<file path="src/barn_pkg.sv">
// Package: shared types, constants and the divider step for the bin normalizer.
package barn_pkg;

  localparam int BIN_W   = 4;
  localparam int MAG_W   = 16;
  localparam int COEF_W  = 17;
  localparam int LEVEL_W = 17;
  localparam int CFG_IDX_W = 2;

  localparam logic [COEF_W-1:0] Q_ONE = 17'd65536;

  localparam logic [COEF_W-1:0] FAST_RST = 17'd32768;
  localparam logic [COEF_W-1:0] SLOW_RST = 17'd6554;
  localparam logic [COEF_W-1:0] LMIN_RST = 17'd0;
  localparam logic [COEF_W-1:0] LMAX_RST = 17'd65536;

  typedef enum logic [CFG_IDX_W-1:0] {
    REG_FAST_COEFF = 2'd0,
    REG_SLOW_COEFF = 2'd1,
    REG_LEVEL_MIN  = 2'd2,
    REG_LEVEL_MAX  = 2'd3
  } cfg_reg_t;

  // Accepted item waiting for its smoothing step
  typedef struct packed {
    logic [BIN_W-1:0] bin;
    logic [MAG_W-1:0] mag;
    logic [MAG_W-1:0] peak;
    logic             in_range;
  } smooth_stage_t;

  // Smoothed value on its way into the divider
  typedef struct packed {
    logic [BIN_W-1:0] bin;
    logic [MAG_W-1:0] sm;
    logic [MAG_W-1:0] peak;
  } norm_stage_t;

  // One divider stage: partial remainder and quotient
  typedef struct packed {
    logic [BIN_W-1:0] bin;
    logic             force_hi;
    logic [MAG_W-1:0] peak;
    logic [MAG_W-1:0] rem;
    logic [MAG_W-1:0] quo;
  } div_stage_t;

  typedef struct packed {
    logic [BIN_W-1:0]   bin;
    logic [LEVEL_W-1:0] level;
  } out_stage_t;

  function automatic logic [COEF_W-1:0] sat_one(input logic [COEF_W-1:0] v);
    return (v > Q_ONE) ? Q_ONE : v;
  endfunction

  // Four restoring division steps; dividend low bits are all zero (sm << 16).
  function automatic div_stage_t div_step4(input div_stage_t d);
    div_stage_t    r;
    logic [MAG_W:0] r2;
    logic           qb;
    r = d;
    for (int i = 0; i < 4; i++) begin
      r2 = {r.rem, 1'b0};
      qb = 1'b0;
      if (r2 >= {1'b0, r.peak}) begin
        r2 = r2 - {1'b0, r.peak};
        qb = 1'b1;
      end
      r.rem = r2[MAG_W-1:0];
      r.quo = {r.quo[MAG_W-2:0], qb};
    end
    return r;
  endfunction

endpackage

</file>
<file path="src/barn_ifs.sv">
// Interfaces: input bin channel and result channel, valid/ready with payload.
interface barn_in_if;
  logic                       valid;
  logic                       ready;
  logic [barn_pkg::BIN_W-1:0] bin_index;
  logic [barn_pkg::MAG_W-1:0] magnitude;
  logic [barn_pkg::MAG_W-1:0] bin_peak;

  modport source (output valid, output bin_index, output magnitude, output bin_peak,
                  input ready);
  modport sink   (input valid, input bin_index, input magnitude, input bin_peak,
                  output ready);
endinterface

interface barn_out_if;
  logic                         valid;
  logic                         ready;
  logic [barn_pkg::BIN_W-1:0]   out_bin;
  logic [barn_pkg::LEVEL_W-1:0] level;

  modport source (output valid, output out_bin, output level, input ready);
  modport sink   (input valid, input out_bin, input level, output ready);
endinterface

</file>
<file path="src/bin_attack_release_normalizer_top.sv">
// Top level: per-bin attack/release smoother with peak normalization and clamp.
//
//   channel  | dir | handshake         | payload
//   ---------+-----+-------------------+----------------------------------------
//   in_ch    | in  | valid/ready       | bin_index[3:0] magnitude[15:0] bin_peak[15:0]
//   out_ch   | out | valid/ready       | out_bin[3:0] level[16:0] (Q16)
//   cfg_*    | in  | cfg_we, no stall  | cfg_index[1:0] cfg_data[16:0]
//
// One transaction per cycle sustained while out_ch.ready stays high; registers in
// order: input and store read, blend, four 4-bit divider stages, output.
// The per-bin recurrence: store read at accept, blend in the next stage, write
// back with a one-entry bypass for same-bin neighbors.
// Reset (rst_n, sync) clears all stage valids and the per-bin valid bits, so
// every bin reads as zero; config returns to its reset values. No clear sweep.
// Each stage holds when the next is full and stalled; bubbles are squeezed out.
module bin_attack_release_normalizer_top #(
  parameter int NUM_BINS = 16
) (
  input  logic                              clk,
  input  logic                              rst_n,
  barn_in_if.sink                           in_ch,
  barn_out_if.source                        out_ch,
  input  logic                              cfg_we,
  input  logic [barn_pkg::CFG_IDX_W-1:0]    cfg_index,
  input  logic [barn_pkg::COEF_W-1:0]       cfg_data
);

  localparam int AW     = (NUM_BINS > 1) ? $clog2(NUM_BINS) : 1;
  localparam int NDIV   = 4;

  // ---------------- configuration registers ----------------
  logic [barn_pkg::COEF_W-1:0] fast_r, slow_r, lmin_r, lmax_r;

  always_ff @(posedge clk) begin
    if (!rst_n) begin
      fast_r <= barn_pkg::FAST_RST;
      slow_r <= barn_pkg::SLOW_RST;
      lmin_r <= barn_pkg::LMIN_RST;
      lmax_r <= barn_pkg::LMAX_RST;
    end else if (cfg_we) begin
      case (barn_pkg::cfg_reg_t'(cfg_index))
        barn_pkg::REG_FAST_COEFF: fast_r <= cfg_data;
        barn_pkg::REG_SLOW_COEFF: slow_r <= cfg_data;
        barn_pkg::REG_LEVEL_MIN:  lmin_r <= cfg_data;
        barn_pkg::REG_LEVEL_MAX:  lmax_r <= cfg_data;
        default: ;
      endcase
    end
  end

  logic [barn_pkg::COEF_W-1:0] lo_sat, hi_sat;
  assign lo_sat = barn_pkg::sat_one(lmin_r);
  assign hi_sat = barn_pkg::sat_one(lmax_r);

  // ---------------- stage registers and ready chain ----------------
  barn_pkg::smooth_stage_t s1_r;
  logic                    s1_v_r;
  barn_pkg::norm_stage_t   s2_r;
  logic                    s2_v_r;
  barn_pkg::div_stage_t    d_r   [NDIV];
  logic [NDIV-1:0]         d_v_r;
  barn_pkg::out_stage_t    out_r;
  logic                    out_v_r;

  logic            out_rdy, s2_rdy, s1_rdy;
  logic [NDIV-1:0] d_rdy;

  assign out_rdy = !out_v_r || out_ch.ready;

  always_comb begin
    d_rdy[NDIV-1] = !d_v_r[NDIV-1] || out_rdy;
    for (int k = NDIV - 2; k >= 0; k--) begin
      d_rdy[k] = !d_v_r[k] || d_rdy[k+1];
    end
  end

  assign s2_rdy = !s2_v_r || d_rdy[0];
  assign s1_rdy = !s1_v_r || s2_rdy;

  assign in_ch.ready = s1_rdy;

  logic in_acc, s1_adv;
  assign in_acc = in_ch.valid && s1_rdy;
  assign s1_adv = s1_v_r && s2_rdy;

  // ---------------- per-bin smoothed store ----------------
  logic [barn_pkg::MAG_W-1:0] mem [NUM_BINS];
  logic [NUM_BINS-1:0]        vld_r;
  logic [barn_pkg::MAG_W-1:0] rd_data_r;
  logic                       rd_vld_r;
  logic                       byp_r;
  logic [barn_pkg::MAG_W-1:0] byp_data_r;

  logic            in_range;
  logic [AW-1:0]   in_addr, s1_addr;
  logic            s1_wr;
  logic [barn_pkg::MAG_W-1:0] sm_s1;

  assign in_range = (32'(in_ch.bin_index) < NUM_BINS);
  assign in_addr  = AW'(in_ch.bin_index);
  assign s1_addr  = AW'(s1_r.bin);
  assign s1_wr    = s1_adv && s1_r.in_range;

  always_ff @(posedge clk) begin
    if (s1_wr) begin
      mem[s1_addr] <= sm_s1;
    end
    if (in_acc) begin
      rd_data_r  <= mem[in_addr];
      // the store write of this same edge is not seen by the read: forward it
      byp_r      <= s1_wr && (s1_r.bin == in_ch.bin_index);
      byp_data_r <= sm_s1;
    end
  end

  always_ff @(posedge clk) begin
    if (!rst_n) begin
      vld_r <= '0;
    end else if (s1_wr) begin
      vld_r[s1_addr] <= 1'b1;
    end
  end

  always_ff @(posedge clk) begin
    if (in_acc) begin
      rd_vld_r <= vld_r[in_addr];
    end
  end

  // ---------------- stage 1: attack/release blend ----------------
  logic [barn_pkg::MAG_W-1:0]      prev;
  logic [barn_pkg::COEF_W-1:0]     coef;
  logic signed [barn_pkg::MAG_W:0] diff;
  logic signed [34:0]              prod;
  logic signed [34:0]              rnd;
  logic signed [18:0]              sum;

  always_comb begin
    if (!s1_r.in_range) begin
      prev = '0;
    end else if (byp_r) begin
      prev = byp_data_r;
    end else if (rd_vld_r) begin
      prev = rd_data_r;
    end else begin
      prev = '0;
    end
    coef  = barn_pkg::sat_one((s1_r.mag > prev) ? fast_r : slow_r);
    diff  = $signed({1'b0, s1_r.mag}) - $signed({1'b0, prev});
    // prev*65536 + a*(mag-prev) + half, then >> 16
    prod  = $signed({1'b0, coef}) * diff;
    rnd   = prod + 35'sd32768;
    sum   = $signed({3'b000, prev}) + rnd[34:16];
    sm_s1 = sum[barn_pkg::MAG_W-1:0];
  end

  always_ff @(posedge clk) begin
    if (!rst_n) begin
      s1_v_r <= 1'b0;
    end else if (s1_rdy) begin
      s1_v_r <= in_ch.valid;
    end
  end

  always_ff @(posedge clk) begin
    if (in_acc) begin
      s1_r.bin      <= in_ch.bin_index;
      s1_r.mag      <= in_ch.magnitude;
      s1_r.peak     <= in_ch.bin_peak;
      s1_r.in_range <= in_range;
    end
  end

  // ---------------- stage 2: smoothed value ----------------
  always_ff @(posedge clk) begin
    if (!rst_n) begin
      s2_v_r <= 1'b0;
    end else if (s2_rdy) begin
      s2_v_r <= s1_v_r;
    end
  end

  always_ff @(posedge clk) begin
    if (s1_adv) begin
      s2_r.bin  <= s1_r.bin;
      s2_r.sm   <= sm_s1;
      s2_r.peak <= s1_r.peak;
    end
  end

  // ---------------- divider stages ----------------
  // sm >= peak (zero peak included) gives a ratio of one or more: level = max clamp.
  // Otherwise the quotient has 16 bits, four per stage.
  barn_pkg::div_stage_t d_init;
  barn_pkg::div_stage_t d_nxt [NDIV];

  always_comb begin
    d_init.bin      = s2_r.bin;
    d_init.force_hi = (s2_r.sm >= s2_r.peak);
    d_init.peak     = s2_r.peak;
    d_init.rem      = s2_r.sm;
    d_init.quo      = '0;
    d_nxt[0]        = barn_pkg::div_step4(d_init);
    for (int k = 1; k < NDIV; k++) begin
      d_nxt[k] = barn_pkg::div_step4(d_r[k-1]);
    end
  end

  always_ff @(posedge clk) begin
    if (!rst_n) begin
      d_v_r <= '0;
    end else begin
      if (d_rdy[0]) begin
        d_v_r[0] <= s2_v_r;
      end
      for (int k = 1; k < NDIV; k++) begin
        if (d_rdy[k]) begin
          d_v_r[k] <= d_v_r[k-1];
        end
      end
    end
  end

  always_ff @(posedge clk) begin
    if (s2_v_r && d_rdy[0]) begin
      d_r[0] <= d_nxt[0];
    end
    for (int k = 1; k < NDIV; k++) begin
      if (d_v_r[k-1] && d_rdy[k]) begin
        d_r[k] <= d_nxt[k];
      end
    end
  end

  // ---------------- clamp and output register ----------------
  logic [barn_pkg::LEVEL_W-1:0] q_ext, lvl_lo, level_nxt;

  always_comb begin
    q_ext  = {1'b0, d_r[NDIV-1].quo};
    lvl_lo = (q_ext < lo_sat) ? lo_sat : q_ext;
    if (d_r[NDIV-1].force_hi) begin
      level_nxt = hi_sat;
    end else begin
      level_nxt = (lvl_lo > hi_sat) ? hi_sat : lvl_lo;
    end
  end

  always_ff @(posedge clk) begin
    if (!rst_n) begin
      out_v_r <= 1'b0;
    end else if (out_rdy) begin
      out_v_r <= d_v_r[NDIV-1];
    end
  end

  always_ff @(posedge clk) begin
    if (d_v_r[NDIV-1] && out_rdy) begin
      out_r.bin   <= d_r[NDIV-1].bin;
      out_r.level <= level_nxt;
    end
  end

  assign out_ch.valid   = out_v_r;
  assign out_ch.out_bin = out_r.bin;
  assign out_ch.level   = out_r.level;

  // ---------------- assertions ----------------
  a_level_le_max: assert property (@(posedge clk) disable iff (!rst_n)
    out_v_r |-> (out_r.level <= hi_sat))
    else $error("level above max clamp");

  a_level_ge_min: assert property (@(posedge clk) disable iff (!rst_n)
    (out_v_r && (lo_sat <= hi_sat)) |-> (out_r.level >= lo_sat))
    else $error("level below min clamp with ordered bounds");

  a_s1_hold: assert property (@(posedge clk) disable iff (!rst_n)
    (s1_v_r && !s2_rdy) |=> (s1_v_r && $stable(s1_r)))
    else $error("stalled blend stage lost its item");

  a_no_write_stall: assert property (@(posedge clk) disable iff (!rst_n)
    s1_wr |-> (s1_v_r && s1_r.in_range && s2_rdy))
    else $error("store written without stage advance");

endmodule

</file>
<file path="src/flat_wrapper.sv">
// flat-port wrapper written by rule: the top's interface ports become plain ports
module bin_attack_release_normalizer_top_flat 
#(
  parameter int NUM_BINS = 16
)
  (clk, rst_n, cfg_we, cfg_index, cfg_data, in_ch_valid, in_ch_bin_index, in_ch_magnitude, in_ch_bin_peak, in_ch_ready, out_ch_valid, out_ch_out_bin, out_ch_level, out_ch_ready);
  barn_in_if in_ch_i ();
  barn_out_if out_ch_i ();
  input  logic clk;
  input  logic rst_n;
  input  logic cfg_we;
  input  logic [barn_pkg::CFG_IDX_W-1:0] cfg_index;
  input  logic [barn_pkg::COEF_W-1:0] cfg_data;
  input wire logic [$bits(in_ch_i.valid)-1:0] in_ch_valid;
  input wire logic [$bits(in_ch_i.bin_index)-1:0] in_ch_bin_index;
  input wire logic [$bits(in_ch_i.magnitude)-1:0] in_ch_magnitude;
  input wire logic [$bits(in_ch_i.bin_peak)-1:0] in_ch_bin_peak;
  output wire logic [$bits(in_ch_i.ready)-1:0] in_ch_ready;
  output wire logic [$bits(out_ch_i.valid)-1:0] out_ch_valid;
  output wire logic [$bits(out_ch_i.out_bin)-1:0] out_ch_out_bin;
  output wire logic [$bits(out_ch_i.level)-1:0] out_ch_level;
  input wire logic [$bits(out_ch_i.ready)-1:0] out_ch_ready;
  assign in_ch_i.valid = in_ch_valid;
  assign in_ch_i.bin_index = in_ch_bin_index;
  assign in_ch_i.magnitude = in_ch_magnitude;
  assign in_ch_i.bin_peak = in_ch_bin_peak;
  assign in_ch_ready = in_ch_i.ready;
  assign out_ch_valid = out_ch_i.valid;
  assign out_ch_out_bin = out_ch_i.out_bin;
  assign out_ch_level = out_ch_i.level;
  assign out_ch_i.ready = out_ch_ready;
  bin_attack_release_normalizer_top #(.NUM_BINS(NUM_BINS)) u_core (.clk(clk), .rst_n(rst_n), .in_ch(in_ch_i), .out_ch(out_ch_i), .cfg_we(cfg_we), .cfg_index(cfg_index), .cfg_data(cfg_data));
endmodule
</file>
<file path="config.mk">
export PLATFORM = sky130hd
export DESIGN_NAME = bin_attack_release_normalizer_top_flat
export DESIGN_NICKNAME = d
export VERILOG_FILES = /design/src/barn_pkg.sv /design/src/barn_ifs.sv /design/src/bin_attack_release_normalizer_top.sv /design/src/flat_wrapper.sv
export SDC_FILE = /design/constraint.sdc
export NUM_CORES = 2
export LEC_CHECK = 0
export BUFFER_PORTS_ARGS = -buffer_cell sky130_fd_sc_hd__buf_2
export CAP_MARGIN = 10
export CORE_UTILIZATION = 59
export DETAILED_ROUTE_END_ITERATION = 8
export PLACE_DENSITY_LB_ADDON = 0.05
export SLEW_MARGIN = 20
export SYNTH_ARGS = -nofsm -noshare
export SYNTH_HDL_FRONTEND = slang
export SYNTH_SLANG_ARGS = --single-unit
</file>
<file path="constraint.sdc">
create_clock -name clk -period 12.7 [get_ports clk]
set_input_delay 2.54 -clock clk [delete_from_list [all_inputs] [get_ports clk]]
set_output_delay 2.54 -clock clk [all_outputs]
set_load 0.05 [all_outputs]
</file>
==> summary.md <==
| Metric | Value |
|---|---|
| Post-layout minimum cycle time | 11.93 ns |
| Largest net degree at the start of global routing | 92 |
| Yosys synthesis warning count | 0 |
| Drt drc | 0 |
| Worst Setup Path Type | flip-flop to flip-flop |
| Clock sink count | 630 |
| Horizontal die dimension | 287 um |
| Total die area | 0.0825 mm^2 |
| Initial DRC Count | 2433 |
| Cell area after layout | 0.0526 mm^2 |
| Placeable core region | 0.0805 mm^2 |
| Clock transition at the registers of the reported paths | 0.06 ns |
| Final sum of negative setup slack | 0 ns |
| Terminus of the critical flop-to-flop path | u_core.mem[12][15]$_DFFE_PP_ |
| Number of hold buffers added after cts | 0 |
| TritonCTS Buffers | 69 |
| Total setup violations reported at the end of the flow | 0 |
| Worst hold path type | flip-flop to flip-flop |
| Final clock skew | 0.0577 ns |
| Hold Path End | u_core.d_r[3][50]$_DFFE_PP_ |
| Count of cells along the worst register-to-register path | 46 |
| Number of enable-type register cells in the synthesized netlist | 539 |
| Post-place instance area | 0.0502 mm^2 |
| WL per Instance | 20.7 um |
| Max Slew Vio Count | 0 |
| Number of nets in the synthesized netlist | 5245 |
| Setup slack after placement | 0.0678 ns |
| Drt pass-1 iters | 5 |
| Count of distinct cell types in the synthesized netlist | 90 |
| Setup repair after global routing missed its margin | no |
| Critical hold path startpoint | u_core.d_r[2][50]$_DFFE_PP_ |
| Number of fill cells in the layout | 6447 |
| Status | completed |
| Maximum achievable frequency | 83.8 MHz |
| Number of buffer cells added on primary ports | 82 |
| Worst Tran Pin Value | 1.10 ns |
| IO Count | 83 |
| Startpoint of the worst-slack reg-to-reg timing path | u_core.rd_vld_r$_DFFE_PP_ |
| Non-filler instance count after layout | 5785 |
| Maximum number of buffers from clock root to sink | 3 |
| Final net count | 5385 |
| Cell depth of the worst min-delay path | 0 |
| Fraction of layout cells with a size suffix above 1 | 13.2% |
| Async set-reset flop share out of synthesis | 0% |
| TritonCTS clock tree | built |
| Critical path's most frequent cell | sky130_fd_sc_hd__fa_1 |
| First-pass GRT wire length | 187 mm |
| Worst-case register-to-register setup slack | 0.77 ns |
| Antenna violations before repair | 4 |
| Worst path setup slack after routing | 0.768 ns |
| H-Tree Level Count | 3 |
| Standard cell with the maximum stage delay on the critical path | sky130_fd_sc_hd__fa_1 |
| Most common cell after layout, fill and taps aside | sky130_fd_sc_hd__edfxtp_1 |
| DRT antenna net count | 0 |
| Sequential share of the synthesized area | 37.5% |
| Overall overflow remaining after global route | 0 |
| Std cell rows | 104 |
| Final Hold Vio Count | 0 |
| Initial Utilization | 59.6% |
| Via Count | 34.3k |
| Crit-path max cell delay | 0.57 ns |
| Final wirelength | 120 mm |
| Data required, critical path | 13.08 ns |
| Synthesized area per cell | 10.6 um^2 |
| Primary flip-flop cell chosen by synthesis mapping | sky130_fd_sc_hd__edfxtp_1 |
| Die Y | 287 um |
| Crit path DAT | 12.31 ns |
| CP startpoint kind | flip-flop |
| Register bit total from synthesis | 630 |
| Global-route usage over all layers | 29.2% |
| Root buffer cell | sky130_fd_sc_hd__clkbuf_16 |
| Cell Area, Synth | 0.0480 mm^2 |
| Synthesized netlist cell count | 4531 |
| Vias/cell | 5.93 |
| Final estimated routing congestion in global placement | 0.916 |
| Clock latency on the worst-skew pair | 0.64 ns |
| Element type at the critical path end | flip-flop |
| Worst-path fanout max | 43 |
| Placed wire-length estimate | 89.5 mm |
| Total of max-cap violations | 0 |
| Share of the clock period used by the worst path | 94.0% |
| Headroom to the max-slew limit | 25.7% |
| Number of placed instances, taps included | 5657 |
| Vias in the first global route | 33.4k |
| Highest-count cells in the layout ignoring fill and taps | sky130_fd_sc_hd__edfxtp_1 (539), sky130_fd_sc_hd__inv_1 (489), sky130_fd_sc_hd__nand2_1 (432) |
| Synthesis-to-finish area growth | 9.68% |
## synth_stat cells, types with 24 or more instances
library cell / count / area share, %
sky130_fd_sc_hd__xnor2_1: 173 / 3.2
sky130_fd_sc_hd__mux2i_1: 42 / 0.88
sky130_fd_sc_hd__a21boi_0: 74 / 1.2
sky130_fd_sc_hd__inv_1: 490 / 3.8
sky130_fd_sc_hd__edfxtp_1: 539 / 34
sky130_fd_sc_hd__or3_1: 24 / 0.31
sky130_fd_sc_hd__a21o_1: 115 / 1.8
sky130_fd_sc_hd__and3_1: 29 / 0.38
sky130_fd_sc_hd__mux4_2: 85 / 4.0
sky130_fd_sc_hd__and2_1: 56 / 0.73
sky130_fd_sc_hd__dfxtp_1: 91 / 3.8
sky130_fd_sc_hd__o21a_1: 89 / 1.4
sky130_fd_sc_hd__xor2_1: 59 / 1.1
sky130_fd_sc_hd__nand2_1: 433 / 3.4
sky130_fd_sc_hd__fa_1: 230 / 9.6
sky130_fd_sc_hd__nand2b_1: 57 / 0.74
sky130_fd_sc_hd__nor2b_1: 51 / 0.66
sky130_fd_sc_hd__nor3_1: 91 / 0.95
sky130_fd_sc_hd__clkbuf_1: 106 / 0.83
sky130_fd_sc_hd__a21oi_1: 215 / 2.2
sky130_fd_sc_hd__nand4_1: 46 / 0.60
sky130_fd_sc_hd__o21ai_0: 160 / 1.7
sky130_fd_sc_hd__nand3_1: 57 / 0.59
sky130_fd_sc_hd__ha_1: 424 / 11
sky130_fd_sc_hd__o21bai_1: 34 / 0.53
sky130_fd_sc_hd__nor2_1: 304 / 2.4
sky130_fd_sc_hd__mux2_2: 155 / 3.6
## area by class of cell
type,count,area [um^2],share of cell area (%)
Tap cell,1060,1330,2.52
Clock buffer,87,1850,3.51
Inverter,494,1850,3.52
Sequential cell,630,18000,34.2
Multi-Input combinational cell,3278,27800,52.9
Timing Repair Buffer,198,1310,2.49
Antenna cell,1,2.50,0.00475
Clock inverter,37,437,0.830
## cells by family after synthesis
| family | synth area share [%] |
|---|---|
| DFF | 37.5 |
| and+or+nand+nor | 12.0 |
| xor gates and xnor gates | 4.28 |
| buffers and inverters | 4.92 |
| muxes | 8.50 |
| AOI/OAI and AO/OA | 12.1 |
| adders and majority gates | 20.7 |
## worst max-delay path by stage
stage	cells past startpoint	to	startpoint	slack (ns)
2_1_floorplan	45	u_core.byp_data_r[15]$_DFFE_PP_	u_core.byp_r$_DFFE_PP_	0.62
3_3_place_gp	43	u_core.d_r[1][18]$_DFFE_PP_	u_core.d_r[0][33]$_DFFE_PP_	0.27
3_5_place_dp	45	u_core.d_init[31]$_DFFE_PP_	u_core.rd_vld_r$_DFFE_PP_	0.07
4_1_cts	43	u_core.d_r[1][18]$_DFFE_PP_	u_core.d_r[0][33]$_DFFE_PP_	0.08
5_1_grt	47	u_core.mem[13][15]$_DFFE_PP_	u_core.rd_vld_r$_DFFE_PP_	0.06
6_report	46	u_core.mem[12][15]$_DFFE_PP_	u_core.rd_vld_r$_DFFE_PP_	0.77
## timing repair
item	CTS	global route
pin swaps	0	2
hold endpoints to repair	0	0
setup endpoints to repair	6	85
setup buffers	0	3
resized for setup	1	16
## stage by stage
| stage | hold WS (ns) | utilization, % |
|---|---|---|
| 2_1_floorplan | 0.400 | - |
| 3_3_place_gp | 0.401 | 62.3 |
| 3_5_place_dp | 0.405 | 62.3 |
| 4_1_cts | 0.412 | 65.2 |
| 5_1_grt | 0.419 | 65.3 |
| 6_report | 0.410 | 65.3 |
## sequential cells by signal (all words and copies together), names as in the netlist, 32 cells and up
signal and cells:
u_core.mem 256, u_core.d_r 156, u_core.d_init 36, u_core.s1_r 32
## layer usage
layer,GRT usage [%],share of wire [%],vias to the layer above
met5,0,0.0059,-
met4,6.78,2.2,2
met3,4.12,6.1,163
met2,47.5,47,979
met1,41.4,45,16736
li1,-,-,16403
## worst max-delay path, delay by kind of cell (launching register included)
kind,cells,cell delay [ns]
compound gates,16,3.14
xor+xnor,2,0.59
fa+ha+maj,9,4.07
buf+inv,10,1.32
flops,1,0.44
mux,1,0.52
simple gates,8,1.56
Power is left out: the tool's default activity adds up to more than one toggle a clock period on the data nets, which glitch-free logic cannot reach.
